### src/rtl/ktwa_pkg.sv
// Package for the keyed table with aging: codes, register map, reset values
// and the control struct that the top level hands to every table cell.
// No dependencies.
package ktwa_pkg;

  // Default number of table entries.
  localparam int unsigned TABLE_DEPTH = 64;

  // Field widths fixed by the item format.
  localparam int unsigned ID_W     = 32;
  localparam int unsigned TIME_W   = 32;
  localparam int unsigned TMO_W    = 16;
  localparam int unsigned STATUS_W = 3;
  localparam int unsigned TOTAL_W  = 7;

  // Configuration port: one register, word addressed.
  localparam int unsigned PADDR_W   = 3;
  localparam int unsigned PDATA_W   = 32;
  localparam int unsigned REG_IDX_W = PADDR_W - 2;
  localparam logic [REG_IDX_W-1:0] REG_TIMEOUT = '0;

  localparam logic [TMO_W-1:0] TIMEOUT_RESET = 16'd10;

  typedef enum logic {
    ACT_REPORT = 1'b0,
    ACT_PURGE  = 1'b1
  } action_e;

  typedef enum logic [STATUS_W-1:0] {
    ST_ADDED   = 3'd0,
    ST_UPDATED = 3'd1,
    ST_DROPPED = 3'd2,
    ST_PURGED  = 3'd3,
    ST_NONE    = 3'd4
  } status_e;

  typedef enum logic {
    FS_IDLE   = 1'b0,
    FS_COMMIT = 1'b1
  } fsm_e;

  // Per-cell commands.
  typedef struct packed {
    logic probe;  // compare key and age, capture the flags
    logic upd;    // refresh the stamp
    logic load;   // take a new key and stamp
    logic shift;  // take key and stamp from the next cell
  } cell_ctl_t;

endpackage

### src/rtl/ktwa_cell.sv
// One table cell: holds a key and its stamp, compares against the probed ID,
// checks its age and moves data in from its neighbor. Depends on ktwa_pkg.
module ktwa_cell (
  input  logic                        clk_i,
  input  ktwa_pkg::cell_ctl_t         ctl_i,
  input  logic                        live_i,
  input  logic [ktwa_pkg::ID_W-1:0]   probe_id_i,
  input  logic [ktwa_pkg::TIME_W-1:0] probe_now_i,
  input  logic [ktwa_pkg::TMO_W-1:0]  timeout_i,
  input  logic [ktwa_pkg::ID_W-1:0]   wr_id_i,
  input  logic [ktwa_pkg::TIME_W-1:0] wr_now_i,
  input  logic [ktwa_pkg::ID_W-1:0]   nb_key_i,
  input  logic [ktwa_pkg::TIME_W-1:0] nb_stamp_i,
  output logic [ktwa_pkg::ID_W-1:0]   key_o,
  output logic [ktwa_pkg::TIME_W-1:0] stamp_o,
  output logic                        hit_o,
  output logic                        old_o
);

  logic [ktwa_pkg::ID_W-1:0]   key_q, key_d;
  logic [ktwa_pkg::TIME_W-1:0] stamp_q, stamp_d;
  logic                        hit_q, hit_d;
  logic                        old_q, old_d;
  logic [ktwa_pkg::TIME_W-1:0] age;

  // Age wraps modulo 2^32, so a stamp in the future counts as very old.
  assign age = probe_now_i - stamp_q;

  always_comb begin
    key_d   = key_q;
    stamp_d = stamp_q;
    hit_d   = hit_q;
    old_d   = old_q;
    if (ctl_i.probe) begin
      hit_d = live_i && (key_q == probe_id_i);
      old_d = live_i && (age > {{(ktwa_pkg::TIME_W - ktwa_pkg::TMO_W){1'b0}}, timeout_i});
    end
    priority if (ctl_i.shift) begin
      key_d   = nb_key_i;
      stamp_d = nb_stamp_i;
    end else if (ctl_i.load) begin
      key_d   = wr_id_i;
      stamp_d = wr_now_i;
    end else if (ctl_i.upd) begin
      stamp_d = wr_now_i;
    end
  end

  always_ff @(posedge clk_i) begin
    key_q   <= key_d;
    stamp_q <= stamp_d;
    hit_q   <= hit_d;
    old_q   <= old_d;
  end

  assign key_o   = key_q;
  assign stamp_o = stamp_q;
  assign hit_o   = hit_q;
  assign old_o   = old_q;

endmodule

### config.mk
export PLATFORM = sky130hd
export DESIGN_NAME = ktwa_cell
export DESIGN_NICKNAME = d
export VERILOG_FILES = /design/src/rtl/ktwa_pkg.sv /design/src/rtl/ktwa_cell.sv
export SDC_FILE = /design/constraint.sdc
export NUM_CORES = 1
export LEC_CHECK = 0
export BUFFER_PORTS_ARGS = -buffer_cell sky130_fd_sc_hd__buf_2
export CORE_AREA = 3 3 152 154
export CTS_CLUSTER_SIZE = 25
export DETAILED_ROUTE_END_ITERATION = 10
export DIE_AREA = 0 0 155 157
export SKIP_LAST_GASP = 1
export SLEW_MARGIN = 20
export SYNTH_ARGS = -nofsm -noshare
export SYNTH_HDL_FRONTEND = slang
export SYNTH_SLANG_ARGS = --single-unit
export TNS_END_PERCENT = 5
### constraint.sdc
create_clock -name clk_i -period 9.5 [get_ports clk_i]
set_input_delay 0 -clock clk_i [delete_from_list [all_inputs] [get_ports clk_i]]
set_output_delay 0 -clock clk_i [all_outputs]
set_load 0.05 [all_outputs]
# ---- After elaboration in Yosys (flattened, before gate mapping)
# Index checks and enable logic that the tools add are counted.
dict set report totals {
  wordCells 16
  output_inout_bits 66
  inputBits 214
  regBits 66
}
dict set report classes {
  reduce_logical 4
  n_lt_le_gt_ge 1
  muxes 5
  add_sub_neg 1
  eq_ne 1
}
# operator n
set op_table {}
lappend op_table {{$mux W32} 5}
lappend op_table {{$eq A32 B32 Y1} 1}
lappend op_table {{$gt A32 B16 Y1} 1}
lappend op_table {{$sub A32 B32 Y32} 1}
lappend op_table {{$reduce_bool A3 Y1} 1}
lappend op_table {{$logic_and A1 B1 Y1} 2}
lappend op_table {{$reduce_bool A2 Y1} 1}

# ---- Longest topological paths before layout
# Gate-level depths: netlist of run 1.
dict set report depth {
  depth_word 3
  ltp_mapped 21
  mapped_depth_nobuf 21
}

# ---- Least setup slack after synthesis of run 1
# No wires, ideal clock.
dict set report synth_path {
  path_type {register -> register}
  start {register stamp_q, in the netlist stamp_o[2]}
  end {register old_q, in the netlist old_o, data pin}
  n_path_buf 0
  path_stages_with_launch 20
  required_ps 9228
  slack_ps 5422
  t_arrival_ps 3806
  setup_time_ps 272
  period_less_slack_ps 4078
  cell_sequence {edfxtp_1 inv_1 ha_1 o211ai_1 a21o_1 nand2_1 nand3_1 nand2_1 a31oi_1 nor2_1 nor2_1 xnor2_1 ha_1 nand4_1 or4_1 o21ai_0 o311a_1 nand4_1 nor4b_2 a41oi_2}
}
dict set report synth_via {
  elab_chain_len 3
}
# element line_no
set synth_lines {}
lappend synth_lines {{start: declaration} ktwa_cell.sv:21} ;# logic [ktwa_pkg::TIME_W-1:0] stamp_q, stamp_d;
lappend synth_lines {{start signal: assignment} ktwa_cell.sv:51} ;# stamp_q <= stamp_d;
lappend synth_lines {{$sub A32 B32 Y32} ktwa_cell.sv:27} ;# assign age = probe_now_i - stamp_q;
lappend synth_lines {{$gt A32 B16 Y1} ktwa_cell.sv:36} ;# old_d = live_i && (age > {{(ktwa_pkg::TIME_W - ktwa_pkg::TMO_W){1'b0}}, timeout_i});
lappend synth_lines {{$logic_and A1 B1 Y1} ktwa_cell.sv:36}
lappend synth_lines {{end signal: assignment} ktwa_cell.sv:53} ;# old_q <= old_d;
lappend synth_lines {{end: declaration} ktwa_cell.sv:23} ;# logic old_q, old_d;
# Every way passes these cells.
# A chain may end at the register's enable or synchronous reset.

# ---- Worst setup path after layout of run 1
dict set report layout_path {
  start {register stamp_q, in the netlist stamp_o[0]}
  end {register old_q, in the netlist old_o, data pin}
}
# The elaborated chain is that of the path after synthesis.

==> results of run 1 <==
## layout make-up
type,instances,area (um^2),area share
Multi-Input combinational cell,383,3150,0.364
Timing Repair Buffer,402,2620,0.303
Sequential cell,66,1980,0.229
Tap cell,280,350,0.0405
Clock buffer,9,225,0.0260
Inverter,56,210,0.0243
Clock inverter,7,93.8,0.0109
Antenna cell,5,12.5,0.00145
## worst register-to-register path, stage by stage (launching register included)
cell,delay [ns]
edfxtp_1,0.39
ha_1,0.21
fa_1,0.40
nand2b_1,0.18
a21oi_1,0.28
nor2_1,0.15
o21ai_0,0.30
xor2_1,0.12
ha_1,0.29
nand4_1,0.09
or4_1,0.56
o21ai_0,0.26
o311a_1,0.22
nand4_1,0.11
nor4b_2,0.30
a41oi_2,0.14
## metal layers
metal	GRT usage	wire, um
met1	0.166	7230
met3	0.0385	1180
met2	0.302	10700
met5	0	47
met4	0.0833	877
## cells in the mapped netlist (3+ instances only)
| cell | number |
|---|---|
| xnor2_1 | 40 |
| and3_1 | 4 |
| buf_1 | 4 |
| or3_1 | 4 |
| nor3_1 | 3 |
| nand4_1 | 17 |
| nand2_1 | 28 |
| nand2b_1 | 7 |
| edfxtp_1 | 66 |
| o21ai_1 | 9 |
| a211oi_1 | 5 |
| a221oi_1 | 3 |
| buf_6 | 4 |
| a21o_1 | 10 |
| mux2_2 | 64 |
| o211ai_1 | 6 |
| nor4_1 | 3 |
| ha_1 | 47 |
| nor2_1 | 19 |
| inv_1 | 56 |
| o21ai_0 | 16 |
| xor2_1 | 16 |
| o21a_1 | 4 |
| nand3_1 | 8 |
| a21oi_1 | 29 |
| clkbuf_1 | 3 |
| o21bai_1 | 3 |
## timing repair
action / CTS / global route
hold buffers: 121 / 0
hold endpoints to repair: 65 / 0
resized for setup: 0 / 0
## state kept, by name, indices dropped and copies added, names as in the netlist
name / count
hit_o: 1
key_o: 32
old_o: 1
stamp_o: 32
## worst max-delay path by stage
stage | start | depth (start not counted) | to
after floorplan | stamp_o[2] | 19 | old_o
after global placement | stamp_o[2] | 19 | old_o
after detailed placement | stamp_o[0] | 15 | old_o
after CTS | stamp_o[0] | 15 | old_o
after global routing | stamp_o[2] | 19 | old_o
final | stamp_o[0] | 15 | old_o
## cell families after synthesis
logic type	share of synthesized area
AOI/OAI and AO/OA	0.143
xor gates and xnor gates	0.0902
adders and majority gates	0.112
buffers and inverters	0.0564
DFF	0.364
muxes	0.134
and+or+nand+nor	0.100
## metrics by stage
step,cells,total power [W],utilization,instance area (um^2)
2_1_floorplan,520,0.000747,-,5440
3_3_place_gp,1066,0.000885,0.326,7100
3_5_place_dp,1066,0.000890,0.326,7100
4_1_cts,1203,0.00130,0.396,8630
5_1_grt,1208,0.00137,0.396,8650
6_report,1208,0.00129,0.396,8650
## report_power, final
| part | leakage [nW] | internal [W] | total [W] | switching [W] |
|---|---|---|---|---|
| Sequential | 0.679 | 0.000358 | 0.000380 | 0.0000215 |
| Combinational | 3.13 | 0.000230 | 0.000554 | 0.000324 |
| Clock | 0.153 | 0.000229 | 0.000359 | 0.000130 |
==> impl_metrics.json, run 1 <==
{
  "status": "complete, no violations",
  "clockRootBuffer": "clkbuf_16",
  "grt_pass1_vias": 5878,
  "syn2layout_area_growth_pct": 59.0,
  "numCtsBuffers": 9,
  "cts.path.max_buffers": 2,
  "reg2reg_slack_ns": 5.23,
  "vias": 5532,
  "fmax_ghz": 0.234,
  "cts_sinks": 66,
  "synth_ff_type": "edfxtp_1",
  "clk-insertion-delay-late_ns": 0.34,
  "via_per_inst": 4.58,
  "worstPathCellList": "ha_1, fa_1, nand2b_1, a21oi_1, nor2_1, o21ai_0, xor2_1, ha_1, nand4_1, or4_1, o21ai_0, o311a_1, nand4_1, nor4b_2, a41oi_2",
  "syn_area_per_cell_um2": 10.5,
  "core.rowCount": 54,
  "critical_path_class": "flip-flop to flip-flop",
  "nets": 1180,
  "first_pass_iters": 4,
  "setup_ws_ns": 5.23,
  "gr-total-overflow": 0,
  "grt_usage": 0.161,
  "p_leak_nw": 3.97,
  "htreeDepth": 3,
  "ys_ff_latch": 66,
  "critPathTopFamily": "simple AND/OR/NAND/NOR gates",
  "fp.dieH_um": 157,
  "drt-initial-drc-count": 370,
  "place_ws_ns": 5.29,
  "design.core.area_um2": 21800,
  "cts_setup_buffers": 0,
  "cts_tree": "yes",
  "fin_tns_setup_ns": 0,
  "drive_gt1_frac": 0.413,
  "yosys.area.top_type_share": 0.364,
  "cp-start-kind": "flip-flop",
  "clk_pin_slew_ns": 0.06,
  "layout_common_cells": "279 x buf_2, 121 x dlygate4sd3_1, 66 x edfxtp_1",
  "yosysWarningCount": 0,
  "place_congestion": 0.862,
  "io_buffers": 279,
  "r2r-end": "old_o",
  "synth_edf_count": 66,
  "ant_nets": 0,
  "hp-start": "wr_id_i[31]",
  "cp_slowest_stage_delay_ns": 0.55,
  "tightest_slew_ns": 0.840,
  "hpwl_um": 15500,
  "hold_path.class": "input pin to flip-flop",
  "final_common_cell": "buf_2",
  "fin_crit_ns": 4.27,
  "synthTopCellsByArea": "edfxtp_1 36%, mux2_2 13%, ha_1 11%",
  "syn-cell-area_um2": 5440,
  "async_flop_share": 0,
  "synth_top_area_cell": "edfxtp_1",
  "fillerInstances": 2123,
  "finalCritPeriodShare": 0.449,
  "syn-instance-count": 520,
  "worstSetupEndpointType": "flip-flop",
  "setup_viol": 0,
  "slowest_stage": "or4_1",
  "crit_arrival_ns": 4.32,
  "drc": 0,
  "relSlewSlack": 0.440,
  "crit_fanout": 3,
  "skew_ns": 0.0124,
  "crit_required_ns": 9.56,
  "hold_viol": 0,
  "hold_end": "key_o[31]",
  "dieArea_um2": 24300,
  "rsz0062_at_grt": "no",
  "maxSlewViolCount": 0,
  "antenna_found_initial": 8,
  "die_w_um": 155,
  "num_io_pins": 280,
  "ir_worst_vdd_mv": 0.0682,
  "cellPowerDensity_nw_per_um2": 149,
  "wl_um": 20100,
  "path_buf_inv": 0,
  "ff2ff_path_depth": 15,
  "cap_violations": 0,
  "whs_path_depth": 2,
  "start_util": 0.249,
  "postSynthNetCount": 782,
  "wire_per_inst_um": 16.6,
  "holdWs_ns": 0.00997,
  "yosysSeqAreaShare": 0.364,
  "synthDistinctLibCells": 62,
  "grt_pass1_wl_um": 30600,
  "r2r_start": "stamp_o[0]",
  "grt_max_degree": 67
}
Note: power is estimated with default switching activity, not from simulation.
==> run 2, diff against run 1 <==
clock period = 3.5 ns   (was 9.5 ns; I/O delays follow)
==> run 2 against run 1 <==
- the flow now finishes with violations (negative hold slack, negative setup slack)
- final cell count grew 4.6%
- fmax grew 12%
- global-route usage grew 0.86 points
- utilization grew 2.3 points
- highest routed layer unchanged
- worst setup slack lost 5.5 ns
- count of clock-buffer cells in the layout grew 1
- critical path depth grew 2
- clock power grew 150%
- wire length grew 5.5%
- sequential share of layout area shrank 1.3 points
==> impl_metrics.json, run 2 (synthesis results as in run 1) <==
{
  "status": "finished with violations",
  "violations": "negative hold slack, negative setup slack",
  "path_buf_inv": 1,
  "die_w_um": 155,
  "hold_viol": 1,
  "sw_frac_of_total": 0.370,
  "worstPathCellList": "inv_2, ha_4, o211ai_1, a21o_1, a211oi_1, nor2_1, nor2_1, nor2_1, xnor2_1, ha_1, nand4_1, or4_4, o21ai_4, o311a_1, nand4_1, nor4b_2, a41oi_2",
  "ant_nets": 0,
  "crit_top_cell": "nor2_1",
  "place_congestion": 0.831,
  "clkPwrFrac": 0.248,
  "hpwl_um": 16200,
  "place_ws_ns": -0.317,
  "pwr-share-seq": 0.286,
  "antenna_found_initial": 6,
  "via_per_inst": 4.60,
  "core.rowCount": 54,
  "crit_required_ns": 3.57,
  "gr-total-overflow": 0,
  "start_util": 0.249,
  "holdWs_ns": -0.000358,
  "power_w": 0.00361,
  "crit_arrival_ns": 3.87,
  "cp-start-kind": "flip-flop",
  "grt_pass1_wl_um": 32300,
  "grt_pass1_vias": 6184,
  "drt-initial-drc-count": 273,
  "fp.dieH_um": 157,
  "dieArea_um2": 24300,
  "setup_ws_ns": -0.301,
  "slowest_stage": "or4_4",
  "io_buffers": 279,
  "final_common_cell": "buf_2",
  "p_sw_w": 0.00134,
  "layout_common_cells": "279 x buf_2, 122 x dlygate4sd3_1, 66 x edfxtp_1",
  "cts_sinks": 66,
  "crit_fanout": 3,
  "wire_per_inst_um": 16.8,
  "maxSlewViolCount": 0,
  "setup_viol": 1,
  "cellPowerDensity_nw_per_um2": 395,
  "grt_max_degree": 50,
  "hold_path.class": "input pin to flip-flop",
  "rsz0062_at_grt": "yes",
  "p_leak_nw": 4.23,
  "cp_slowest_stage_delay_ns": 0.56,
  "fillerInstances": 2102,
  "vias": 5806,
  "fin_crit_ns": 3.80,
  "cap_violations": 0,
  "clk-insertion-delay-late_ns": 0.33,
  "drc": 0,
  "critPathTopFamily": "simple AND/OR/NAND/NOR gates",
  "worstSetupEndpointType": "flip-flop",
  "cts.path.max_buffers": 2,
  "tightest_slew_ns": 0.786,
  "htreeDepth": 3,
  "skew_ns": 0.00884,
  "first_pass_iters": 4,
  "clk_pin_slew_ns": 0.05,
  "num_io_pins": 280,
  "ir_worst_vdd_mv": 0.254,
  "syn2layout_area_growth_pct": 68.2,
  "wl_um": 21200,
  "grt_usage": 0.170,
  "drive_gt1_frac": 0.463,
  "cts_tree": "yes",
  "clockRootBuffer": "clkbuf_16",
  "fmax_ghz": 0.263,
  "design.core.area_um2": 21800,
  "finalCritPeriodShare": 1.09,
  "critical_path_class": "flip-flop to flip-flop",
  "numCtsBuffers": 9,
  "intPower_w": 0.00227,
  "nets": 1237,
  "combPwrFrac": 0.467,
  "relSlewSlack": 0.476
}
==> run 2: cell count changes in the layout (fill, tap and decap cells not counted), sizes merged <==
cell / delta
buf: +56
bufinv: -1
clkbuf: +1
diode: -2
dlygate4sd3: +1
==> run 2: layout make-up <==
class,count,area (um^2),share of cell area
flip-flops and latches,66,1980,0.217
inverters,56,210,0.0230
clock inverters,6,57.6,0.00629
multi-input cells,383,3260,0.356
diodes,3,7.51,0.000821
clock buffers,10,229,0.0250
well taps,280,350,0.0383
repair buffers,459,3050,0.334
==> run 2: through the flow <==
stage / hold slack, ns / cell area [um^2] / setup TNS (ns) / utilization / instances
after CTS: 0.00148 / 9100 / -0.212 / 0.417 / 1257
after floorplan: 0.112 / 5500 / -0.303 / - / 520
final: -0.000358 / 9150 / -0.301 / 0.419 / 1263
after detailed placement: 0.282 / 7520 / -0.317 / 0.345 / 1114
after global routing: 0.00392 / 9150 / -0.621 / 0.419 / 1263
after global placement: 0.283 / 7520 / -0.249 / 0.345 / 1114
==> run 2: final timing paths <==
check,from,end,slack [ns],cells past startpoint
max,stamp_o[4],old_o,-0.30,17
min,nb_key_i[21],key_o[21],-0.0004,2
max reg2reg,stamp_o[4],old_o,-0.30,17
min reg2reg,key_o[5],hit_o,0.73,3
==> run 2: what timing repair did <==
item                                    4_1_cts  5_1_grt
endpoints found under the hold margin        65        0
setup buffers                                 5        3
hold buffers                                122        0
resized for setup                             5        4
endpoints found under the setup margin        1        1
pin swaps                                    18       13
==> run 2: power groups by stage <==
stage	registers (W)	logic, W	clock network [W]
after floorplan	0.00133	0.000714	0
after CTS	0.00103	0.00166	0.000914
final	0.00103	0.00169	0.000895
after global routing	0.00104	0.00183	0.000948
after global placement	0.00105	0.00148	0
after detailed placement	0.00105	0.00149	0
==> run 2: metal layers <==
layer / up-vias / routed length (um) / track usage
li1: 2822 / - / -
met1: 2714 / 7770 / 0.176
met2: 221 / 11500 / 0.329
met3: 43 / 1260 / 0.0434
met4: 6 / 595 / 0.0580
met5: - / 47 / 0
